**src/sv/swm_pkg.sv**
```systemverilog
`default_nettype none
package swm_pkg;

   // CSR port geometry: one 32-bit register, word index in paddr[2]
   localparam int CSR_ADDR_W = 3;
   localparam int CSR_DATA_W = 32;

   typedef logic [CSR_ADDR_W-1:0] csr_addr_type;
   typedef logic [CSR_DATA_W-1:0] csr_data_type;

   // register word index
   typedef enum logic [0:0] {
      REG_WINDOW_SIZE = 1'b0,
      REG_UNUSED      = 1'b1
   } csr_reg_type;

   function automatic csr_reg_type csr_decode(input csr_addr_type addr);
      return csr_reg_type'(addr[2]);
   endfunction

endpackage
`default_nettype wire

```
**src/sv/swm_if.sv**
```systemverilog
`default_nettype none
// sample channel
interface swm_req_if #(parameter int SAMPLE_BITS = 16) (input wire logic clock);
   logic                          valid;
   logic                          ready;
   logic signed [SAMPLE_BITS-1:0] sample;
   logic                          last_sample;

   modport source (input clock, output valid, input ready, output sample, output last_sample);
   modport sink   (input clock, input valid, output ready, input sample, input last_sample);
endinterface

// result channel
interface swm_rsp_if #(parameter int SAMPLE_BITS = 16) (input wire logic clock);
   logic                          valid;
   logic                          ready;
   logic signed [SAMPLE_BITS-1:0] window_max;
   logic                          last_result;

   modport source (input clock, output valid, input ready, output window_max,
                   output last_result);
   modport sink   (input clock, input valid, output ready, input window_max,
                   input last_result);
endinterface
`default_nettype wire

```
**src/sv/sliding_window_maximum.sv**
```systemverilog
`default_nettype none
// Channel   Dir  Beat fields                  Handshake
// req_chan  in   sample, last_sample          valid/ready
// rsp_chan  out  window_max, last_result      valid/ready
// csr_*     in   window_size (word 0)         APB read/write, pready tied high
//
// One sample beat per cycle unless a held result stalls the input; the
// result is registered as the sample is taken. The chain's WINDOW_MAX cells
// all update per accepted beat, so only the output register sets throughput.
// Synchronous reset clears the sequence count, the output valid and sets the
// window size to 1; cell contents need no reset (only slots filled in the
// current sequence are ever selected).
// req_chan.ready drops only while a result waits and rsp_chan.ready is low.
module sliding_window_maximum #(
   parameter int WINDOW_MAX  = 64,
   parameter int SAMPLE_BITS = 16
) (
   input  wire logic                  clock,
   input  wire logic                  reset,
   swm_req_if.sink                    req_chan,
   swm_rsp_if.source                  rsp_chan,
   input  wire logic                  csr_psel,
   input  wire logic                  csr_penable,
   input  wire logic                  csr_pwrite,
   input  wire swm_pkg::csr_addr_type csr_paddr,
   input  wire swm_pkg::csr_data_type csr_pwdata,
   output swm_pkg::csr_data_type      csr_prdata,
   output logic                       csr_pready
);
   import swm_pkg::*;

   localparam int CNT_W = $clog2(WINDOW_MAX+1);
   localparam int IDX_W = $clog2(WINDOW_MAX);
   localparam logic signed [SAMPLE_BITS-1:0] SMIN = {1'b1, {(SAMPLE_BITS-1){1'b0}}};

   logic [CNT_W-1:0] window_size;

   // sequence bookkeeping
   logic [CNT_W-1:0] seen_ff;
   logic [CNT_W-1:0] seen_in;
   logic [CNT_W-1:0] seen_sat;
   logic [CNT_W-1:0] take_cnt;
   logic [CNT_W-1:0] take_idx;
   logic [IDX_W-1:0] sel;
   logic             full_window;
   logic             emit;
   logic             accept;

   // result register
   logic                          rsp_valid_ff;
   logic signed [SAMPLE_BITS-1:0] rsp_max_ff;
   logic                          rsp_last_ff;

   // chain taps: cell k holds max of the newest k+1 samples
   logic signed [SAMPLE_BITS-1:0] cell_max [WINDOW_MAX];
   logic signed [SAMPLE_BITS-1:0] cell_next [WINDOW_MAX];

   swm_csr #(.WINDOW_MAX(WINDOW_MAX)) u_csr (
      .clock       (clock),
      .reset       (reset),
      .psel        (csr_psel),
      .penable     (csr_penable),
      .pwrite      (csr_pwrite),
      .paddr       (csr_paddr),
      .pwdata      (csr_pwdata),
      .prdata      (csr_prdata),
      .window_size (window_size)
   );
   assign csr_pready = 1'b1;

   // output register frees up as soon as the sink takes the held beat
   assign req_chan.ready = !rsp_valid_ff || rsp_chan.ready;
   assign accept         = req_chan.valid && req_chan.ready;

   // each accepted sample ripples every cell's max one slot to the right,
   // folding in the new sample on the way
   for (genvar k = 0; k < WINDOW_MAX; k++) begin : g_cell
      if (k == 0) begin : g_head
         swm_cell #(.SAMPLE_BITS(SAMPLE_BITS)) u_cell (
            .clock    (clock),
            .shift_en (accept),
            .sample   (req_chan.sample),
            .left_max (SMIN),
            .max_in   (cell_next[k]),
            .max_ff   (cell_max[k])
         );
      end else begin : g_body
         swm_cell #(.SAMPLE_BITS(SAMPLE_BITS)) u_cell (
            .clock    (clock),
            .shift_en (accept),
            .sample   (req_chan.sample),
            .left_max (cell_max[k-1]),
            .max_in   (cell_next[k]),
            .max_ff   (cell_max[k])
         );
      end
   end

   // count saturates at WINDOW_MAX; short sequences read the tap that covers
   // everything seen so far, full windows read tap window_size-1
   always_comb begin
      seen_sat    = (seen_ff == CNT_W'(WINDOW_MAX)) ? seen_ff : seen_ff + CNT_W'(1);
      full_window = (seen_sat >= window_size);
      take_cnt    = full_window ? window_size : seen_sat;
      take_idx    = take_cnt - CNT_W'(1);
      sel         = take_idx[IDX_W-1:0];
      emit        = full_window || req_chan.last_sample;
      seen_in     = req_chan.last_sample ? '0 : seen_sat;
   end

   always_ff @(posedge clock) begin
      if (reset) begin
         seen_ff      <= '0;
         rsp_valid_ff <= 1'b0;
      end else begin
         if (accept) begin
            seen_ff <= seen_in;
         end
         if (accept && emit) begin
            rsp_valid_ff <= 1'b1;
         end else if (rsp_chan.ready) begin
            rsp_valid_ff <= 1'b0;
         end
      end
   end

   always_ff @(posedge clock) begin
      if (accept && emit) begin
         rsp_max_ff  <= cell_next[sel];
         rsp_last_ff <= req_chan.last_sample;
      end
   end

   assign rsp_chan.valid       = rsp_valid_ff;
   assign rsp_chan.window_max  = rsp_max_ff;
   assign rsp_chan.last_result = rsp_last_ff;

   // a last sample always produces a closing result in the next cycle
   a_last_emits: assert property (@(posedge clock) disable iff (reset)
      accept && req_chan.last_sample |=> rsp_valid_ff && rsp_last_ff)
      else $error("last sample did not yield a closing result");

   // a last sample restarts the count
   a_last_clears: assert property (@(posedge clock) disable iff (reset)
      accept && req_chan.last_sample |=> seen_ff == '0)
      else $error("sequence count not cleared after last sample");

   // count and window size stay in range
   a_ranges: assert property (@(posedge clock) disable iff (reset)
      seen_ff <= CNT_W'(WINDOW_MAX) && window_size >= CNT_W'(1) &&
      window_size <= CNT_W'(WINDOW_MAX))
      else $error("count or window size out of range");

   // a stalled result is not overwritten by a new sample
   a_no_overwrite: assert property (@(posedge clock) disable iff (reset)
      rsp_valid_ff && !rsp_chan.ready |-> !accept)
      else $error("sample accepted over a pending result");
endmodule
`default_nettype wire

```
**src/sv/swm_cell.sv**
```systemverilog
`default_nettype none
// One slot of the max chain: holds the max of the newest k+1 samples.
module swm_cell #(
   parameter int SAMPLE_BITS = 16
) (
   input  wire logic                          clock,
   input  wire logic                          shift_en,
   input  wire logic signed [SAMPLE_BITS-1:0] sample,
   input  wire logic signed [SAMPLE_BITS-1:0] left_max,
   output logic signed [SAMPLE_BITS-1:0]      max_in,
   output logic signed [SAMPLE_BITS-1:0]      max_ff
);
   assign max_in = (sample > left_max) ? sample : left_max;

   always_ff @(posedge clock) begin
      if (shift_en) begin
         max_ff <= max_in;
      end
   end
endmodule
`default_nettype wire

```
**src/sv/swm_csr.sv**
```systemverilog
`default_nettype none
module swm_csr #(
   parameter int WINDOW_MAX = 64
) (
   input  wire logic                 clock,
   input  wire logic                 reset,
   input  wire logic                 psel,
   input  wire logic                 penable,
   input  wire logic                 pwrite,
   input  wire swm_pkg::csr_addr_type paddr,
   input  wire swm_pkg::csr_data_type pwdata,
   output swm_pkg::csr_data_type      prdata,
   output logic [$clog2(WINDOW_MAX+1)-1:0] window_size
);
   import swm_pkg::*;

   localparam int CNT_W = $clog2(WINDOW_MAX+1);

   logic [CNT_W-1:0] window_size_ff;
   logic [CNT_W-1:0] window_size_in;
   logic             wr_en;
   csr_reg_type      reg_sel;

   assign reg_sel = csr_decode(paddr);
   assign wr_en   = psel && penable && pwrite && (reg_sel == REG_WINDOW_SIZE);

   // zero maps to one, oversize saturates
   always_comb begin
      if (pwdata == '0) begin
         window_size_in = CNT_W'(1);
      end else if (pwdata > CSR_DATA_W'(WINDOW_MAX)) begin
         window_size_in = CNT_W'(WINDOW_MAX);
      end else begin
         window_size_in = pwdata[CNT_W-1:0];
      end
   end

   always_ff @(posedge clock) begin
      if (reset) begin
         window_size_ff <= CNT_W'(1);
      end else if (wr_en) begin
         window_size_ff <= window_size_in;
      end
   end

   always_comb begin
      case (reg_sel)
         REG_WINDOW_SIZE: prdata = CSR_DATA_W'(window_size_ff);
         default:         prdata = '0;
      endcase
   end

   assign window_size = window_size_ff;
endmodule
`default_nettype wire

```
**src/flat_wrapper.sv**
```systemverilog
// flat-port wrapper written by rule: the top's interface ports become plain ports
module sliding_window_maximum_flat import swm_pkg::*;
#(
   parameter int WINDOW_MAX  = 64,
   parameter int SAMPLE_BITS = 16
)
  (clock, reset, csr_psel, csr_penable, csr_pwrite, csr_paddr, csr_pwdata, csr_prdata, csr_pready, req_chan_valid, req_chan_ready, req_chan_sample, req_chan_last_sample, rsp_chan_valid, rsp_chan_ready, rsp_chan_window_max, rsp_chan_last_result);
  swm_req_if #(.SAMPLE_BITS(SAMPLE_BITS)) req_chan_i (.clock(clock));
  swm_rsp_if #(.SAMPLE_BITS(SAMPLE_BITS)) rsp_chan_i (.clock(clock));
  input  wire logic clock;
  input  wire logic reset;
  input  wire logic csr_psel;
  input  wire logic csr_penable;
  input  wire logic csr_pwrite;
  input  wire swm_pkg::csr_addr_type csr_paddr;
  input  wire swm_pkg::csr_data_type csr_pwdata;
  output swm_pkg::csr_data_type csr_prdata;
  output logic csr_pready;
  input wire logic [$bits(req_chan_i.valid)-1:0] req_chan_valid;
  output wire logic [$bits(req_chan_i.ready)-1:0] req_chan_ready;
  input wire logic [$bits(req_chan_i.sample)-1:0] req_chan_sample;
  input wire logic [$bits(req_chan_i.last_sample)-1:0] req_chan_last_sample;
  output wire logic [$bits(rsp_chan_i.valid)-1:0] rsp_chan_valid;
  input wire logic [$bits(rsp_chan_i.ready)-1:0] rsp_chan_ready;
  output wire logic [$bits(rsp_chan_i.window_max)-1:0] rsp_chan_window_max;
  output wire logic [$bits(rsp_chan_i.last_result)-1:0] rsp_chan_last_result;
  assign req_chan_i.valid = req_chan_valid;
  assign req_chan_ready = req_chan_i.ready;
  assign req_chan_i.sample = req_chan_sample;
  assign req_chan_i.last_sample = req_chan_last_sample;
  assign rsp_chan_valid = rsp_chan_i.valid;
  assign rsp_chan_i.ready = rsp_chan_ready;
  assign rsp_chan_window_max = rsp_chan_i.window_max;
  assign rsp_chan_last_result = rsp_chan_i.last_result;
  sliding_window_maximum #(.WINDOW_MAX(WINDOW_MAX), .SAMPLE_BITS(SAMPLE_BITS)) u_core (.clock(clock), .reset(reset), .req_chan(req_chan_i), .rsp_chan(rsp_chan_i), .csr_psel(csr_psel), .csr_penable(csr_penable), .csr_pwrite(csr_pwrite), .csr_paddr(csr_paddr), .csr_pwdata(csr_pwdata), .csr_prdata(csr_prdata), .csr_pready(csr_pready));
endmodule
```
**config.mk**
```make
export PLATFORM = sky130hd
export DESIGN_NAME = sliding_window_maximum_flat
export DESIGN_NICKNAME = d
export VERILOG_FILES = /design/src/sv/swm_pkg.sv /design/src/sv/swm_if.sv /design/src/sv/sliding_window_maximum.sv /design/src/sv/swm_cell.sv /design/src/sv/swm_csr.sv /design/src/flat_wrapper.sv
export SDC_FILE = /design/constraint.sdc
export NUM_CORES = 2
export LEC_CHECK = 0
export BUFFER_PORTS_ARGS = -buffer_cell sky130_fd_sc_hd__buf_4
export CORE_MARGIN = 1
export CORE_UTILIZATION = 60
export CTS_CLUSTER_DIAMETER = 50
export DETAILED_ROUTE_END_ITERATION = 7
export GPL_TIMING_DRIVEN = 0
export MAX_ROUTING_LAYER = met4
export PLACE_DENSITY_LB_ADDON = 0.12
export SYNTH_ARGS = -nofsm -noshare
export SYNTH_HDL_FRONTEND = slang
export SYNTH_HIERARCHICAL = 1
export SYNTH_SLANG_ARGS = --single-unit
export TNS_END_PERCENT = 10
```
**constraint.sdc**
```tcl
create_clock -name clock -period 59.5 [get_ports clock]
set_input_delay 17.85 -clock clock [delete_from_list [all_inputs] [get_ports clock]]
set_output_delay 17.85 -clock clock [all_outputs]
set_load 0.05 [all_outputs]
```
# After elaboration in Yosys (flattened, before gate mapping)
# Cells that the tools add are included.
# totals
word_cells	225
out_inout_bits	52
regBits	1040
# classes
bitwise	2
addsub	2
muxes	75
reduce_logical	10
n_eq_ne	1
n_lt_le_gt_ge	67
# ops
operator	count
$mux 16	66
$gt 16x16->1	63
$bmux 16 s6	1
$mux 7	5
$gt 32x7->1 const B	1
$logic_not 32->1	1
$gt 16x16->1 const B	1
$add 7x1->7 const B	1
$eq 7x7->1 const B	1
$ge 7x7->1	1
$ge 7x7->1 const B	1
$not 6->7	1
$mux 6	1
$sub 6x1->6 const B	1
$logic_and 1x1->1	5
$logic_or 1x1->1	2
$mux 1	2
$reduce_bool 2->1	1
$logic_not 1->1	1
$not 1->1	1

# Depth between registers and ports, before layout
# depth
word_depth	9
depth_mapped	24

# Hierarchy
# The synthesis kept the hierarchy.
# modules_own_cells
module	n_inst	area_per_inst_um2	cells_each	seq_area_each_um2
swm_cell at u_core.g_cell[0].g_head.u_cell ...	52	1167.4	94	480.5
swm_cell at u_core.g_cell[57].g_body.u_cell ...	12	1183.6	95	480.5
sliding_window_maximum	1	9648.0	802	670.6
swm_csr	1	578.1	64	140.1

# Least setup slack after synthesis
# OpenSTA, ideal clock, no wires.
# synth_timing
kind	input to register
start	input port rsp_chan_ready
end	register u_core.seen_ff[1]
path_buffers	0
t_arrival_ps	39756
path_slack_ps	19617
setup_ps	126
required_ps	59374
cell_stages	5
cell_sequence	nand2b_1 > nand2_1 > inv_1 > a31oi_1 > nor2_1
# synth_between
elab_chain_len	2
# synth_rtl
item	line	text
from (decl)	flat_wrapper.sv:24	input wire logic [$bits(rsp_chan_i.ready)-1:0] rsp_chan_ready;
$logic_or 1x1->1	sliding_window_maximum.sv:72	assign req_chan.ready = !rsp_valid_ff || rsp_chan.ready;
$logic_and 1x1->1	sliding_window_maximum.sv:73	assign accept = req_chan.valid && req_chan.ready;
via u_core.accept	sliding_window_maximum.sv:47	logic accept;
to (signal assigned)	sliding_window_maximum.sv:117	seen_ff <= seen_in;
to (decl)	sliding_window_maximum.sv:39	logic [CNT_W-1:0] seen_ff;
# The timed path passes the listed nets, and every way through them passes these cells.
# A chain may end at the register's enable or synchronous reset.

# Worst setup path in the final report
# layout_timing
start	input port csr_paddr[2]
end	output port csr_prdata[3]
# layout_between
elab_chain_len	1
# layout_rtl
item	line	text
from (decl)	flat_wrapper.sv:15	input wire swm_pkg::csr_addr_type csr_paddr;
$mux 7	swm_csr.sv:47	case (reg_sel)
to (decl)	flat_wrapper.sv:17	output swm_pkg::csr_data_type csr_prdata;
# No other way between the ends.

==> flow_results.org <==
** Route
- Detailed routing inserted a total of 57420 vias.
- Using the TritonRoute via totals, the vias-per-cell ratio works out to 6.250.
- Routed len/inst :: 26.33 um
- The final layout contains routed wiring with a total length of 241900 um.
- The first routing iteration left 5962 violations.
- Length of the first detailed-routing pass in iterations :: 8
- Drc violations :: 0
- Once detail routing completed, the nets flagged for antenna violations numbered 0.

** Pwr
- Dividing total power by cell area gives a power density of 32.86 nW/um^2.
- After layout, the design draws a total of 3.079 mW.
- In this run the static leakage power is 41.49 nW.
- IR analysis of the VDD net gives a maximum drop of 0.02567 mV.

** GRT
- Met1 capacity usage during global routing :: 44.71%
- Vias in the first global route :: 57990
- Antenna violations before repair :: 7
- Most used routing layer :: met2
- The first global-routing pass estimated 360700 um of wire.
- Largest net degree at the start of global routing :: 132
- All-layer global routing usage :: 34.95%
- After global routing the overflow that remains totals 0.
- Met3 global-route usage :: 6.774%
- For this run, global-route usage on met2 was measured as 54.57%.

** Place
- Placer congestion estimate :: 0.9757
- Number of input and output port buffers inserted :: 82
- Detail Placement HPWL :: 176700 um

** Flow run
- Max-Cap Viols :: 0

** Timing
- The clock arrives with 0.04487 ns of skew.
- The number of pins with negative max-slew slack in the final report was 0.
- The worst path in the final design needs a cycle of 36.22 ns, including I/O delays and setup.
- Final Cycle Share :: 60.88%
- After routing, the total negative slack on setup checks comes to 0 ns.
- Static timing analysis puts the maximum clock frequency at 27.61 MHz.
- Final setup vio count :: 0
- The total count of hold-check failures in the final report is 0.
- Worst relative slew slack :: 6.000%
- Transition time at the pin with the least slew margin :: 1.410 ns
- Setup repair after global routing left no endpoint under its margin.

** Floorplan
- Die H :: 377.6 um
- The initialized floorplan defines 137 standard-cell rows.
- Die Span X :: 377.6 um
- The total area inside the core boundary comes to 139700 sq um.
- Full die area :: 142600 sq um
- Number of placed I/O pins :: 111
- For this configuration, the core starts out at a cell density of 60.59%.

** Worst setup path
- The worst setup path is launched from an input port.
- Capturing element type of the critical path :: output port
- Of all nets on the critical path, the largest fanout is 8.
- Crit path required time :: 41.65 ns
- For the worst setup path, the data arrival time is 18.37 ns.
- The worst setup path is of the input port to output port kind.

** CTS
- CTS root buffer :: clkbuf_16
- Num CTS Buffers :: 148
- Post-CTS setup buffers :: 0
- TritonCTS built the clock tree.
- Sinks on the clock net :: 1040
- # H-tree levels :: 4
- Clk_lat worst skew :: 0.82 ns
- Hold bufs inserted after CTS :: 0
- Max clock buf depth :: 3
- Post-CTS repair changed the size of 0 cells.
- Clock-pin slew was measured on the worst setup and hold paths at 0.05 ns.

** Cells and area
- The library cells used most frequently in the layout, excluding fill and tap cells, are inv_1 (1164), ha_1 (1034), edfxtp_1 (1025), mux2_4 (641), nand2_1 (532).
- The area growth from synthesis to layout is 10.67%.
- Of the cells placed in the final design, the portion with a size suffix greater than 1 is 28.77%.
- For this run, the post-layout net count is 8283.
- Most frequent standard cell in the layout excluding fill and tap cells :: inv_1

** Synth
- After technology mapping, the gate count stands at 6878.
- Mapped cell area :: 84650 sq um
- Yosys Warn Count :: 6
- Mean post-synth cell area :: 12.31 sq um

** Hold path
- Worst min-delay path category :: register to register

** Outcome
- The flow ran to the end, and the final reports show no timing, DRC or antenna violations.
## registers in the layout, indices dropped and copies added (netlist names)
name / count
u_core/g_cell.g_head.u_cell/max_ff: 16
u_core/rsp_chan.last_result: 1
u_core/g_cell.g_body.u_cell/max_ff: 992
u_core/u_csr/window_size: 7
u_core/rsp_chan.window_max: 16
u_core/rsp_chan.valid: 1
u_core/seen_ff: 7
## cell type report
cell class / count / area (sq um)
repair buffers: 107 / 1375
clock inverters: 104 / 1242
fillers: 10350 / 46020
flip-flops and latches: 1040 / 31080
diodes: 1 / 2.502
inverters: 1165 / 4380
well taps: 1876 / 2347
multi-input cells: 4547 / 47350
plain buffers: 181 / 2064
clock buffers: 166 / 3845
## through the flow
| stage | area (sq um) | utilization [%] | std cells | hold WS (ns) | worst slack [ns] |
|---|---|---|---|---|---|
| finish | 93680 | 67.06 | 9187 | 0.5238 | 23.28 |
| global route | 93680 | 67.06 | 9187 | 0.5523 | 23.26 |
| CTS | 93680 | 67.06 | 9186 | 0.5262 | 23.27 |
| detailed placement | 88590 | 63.42 | 8916 | 0.5179 | 23.27 |
| global placement | 87820 | 62.86 | 8891 | 0.5003 | 11.04 |
| floorplan | 84860 | - | 6933 | 0.4828 | 19.94 |
## critical path, stage by stage
cell and delay [ns]:
buf_4 0.14, and2b_1 0.19, buf_4 0.19
## layer usage
| layer | up-vias | wire (um) |
|---|---|---|
| met4 | 0 | 10700 |
| met1 | 28580 | 99980 |
| met3 | 507 | 18490 |
| met5 | - | 0 |
| met2 | 2166 | 112800 |
| li1 | 26170 | - |
## report_power, final
| part | internal, mW | leakage (nW) | switching (mW) |
|---|---|---|---|
| Combinational | 0.528 | 29.0 | 0.608 |
| Clock | 0.562 | 2.45 | 0.364 |
| Sequential | 0.957 | 10.1 | 0.0586 |
## worst paths after layout
check	slack [ns]	cells after the start	from	endpoint
max	23.28	3	csr_paddr[2]	csr_prdata[3]
min	0.52	2	u_core/u_csr/window_size[6]	u_core/u_csr/window_size[6]
max reg2reg	51.55	19	u_core/seen_ff[0]	u_core/rsp_chan.window_max[15]
min reg2reg	0.52	2	u_core/u_csr/window_size[6]	u_core/u_csr/window_size[6]
(Power assumes the default switching activity.)
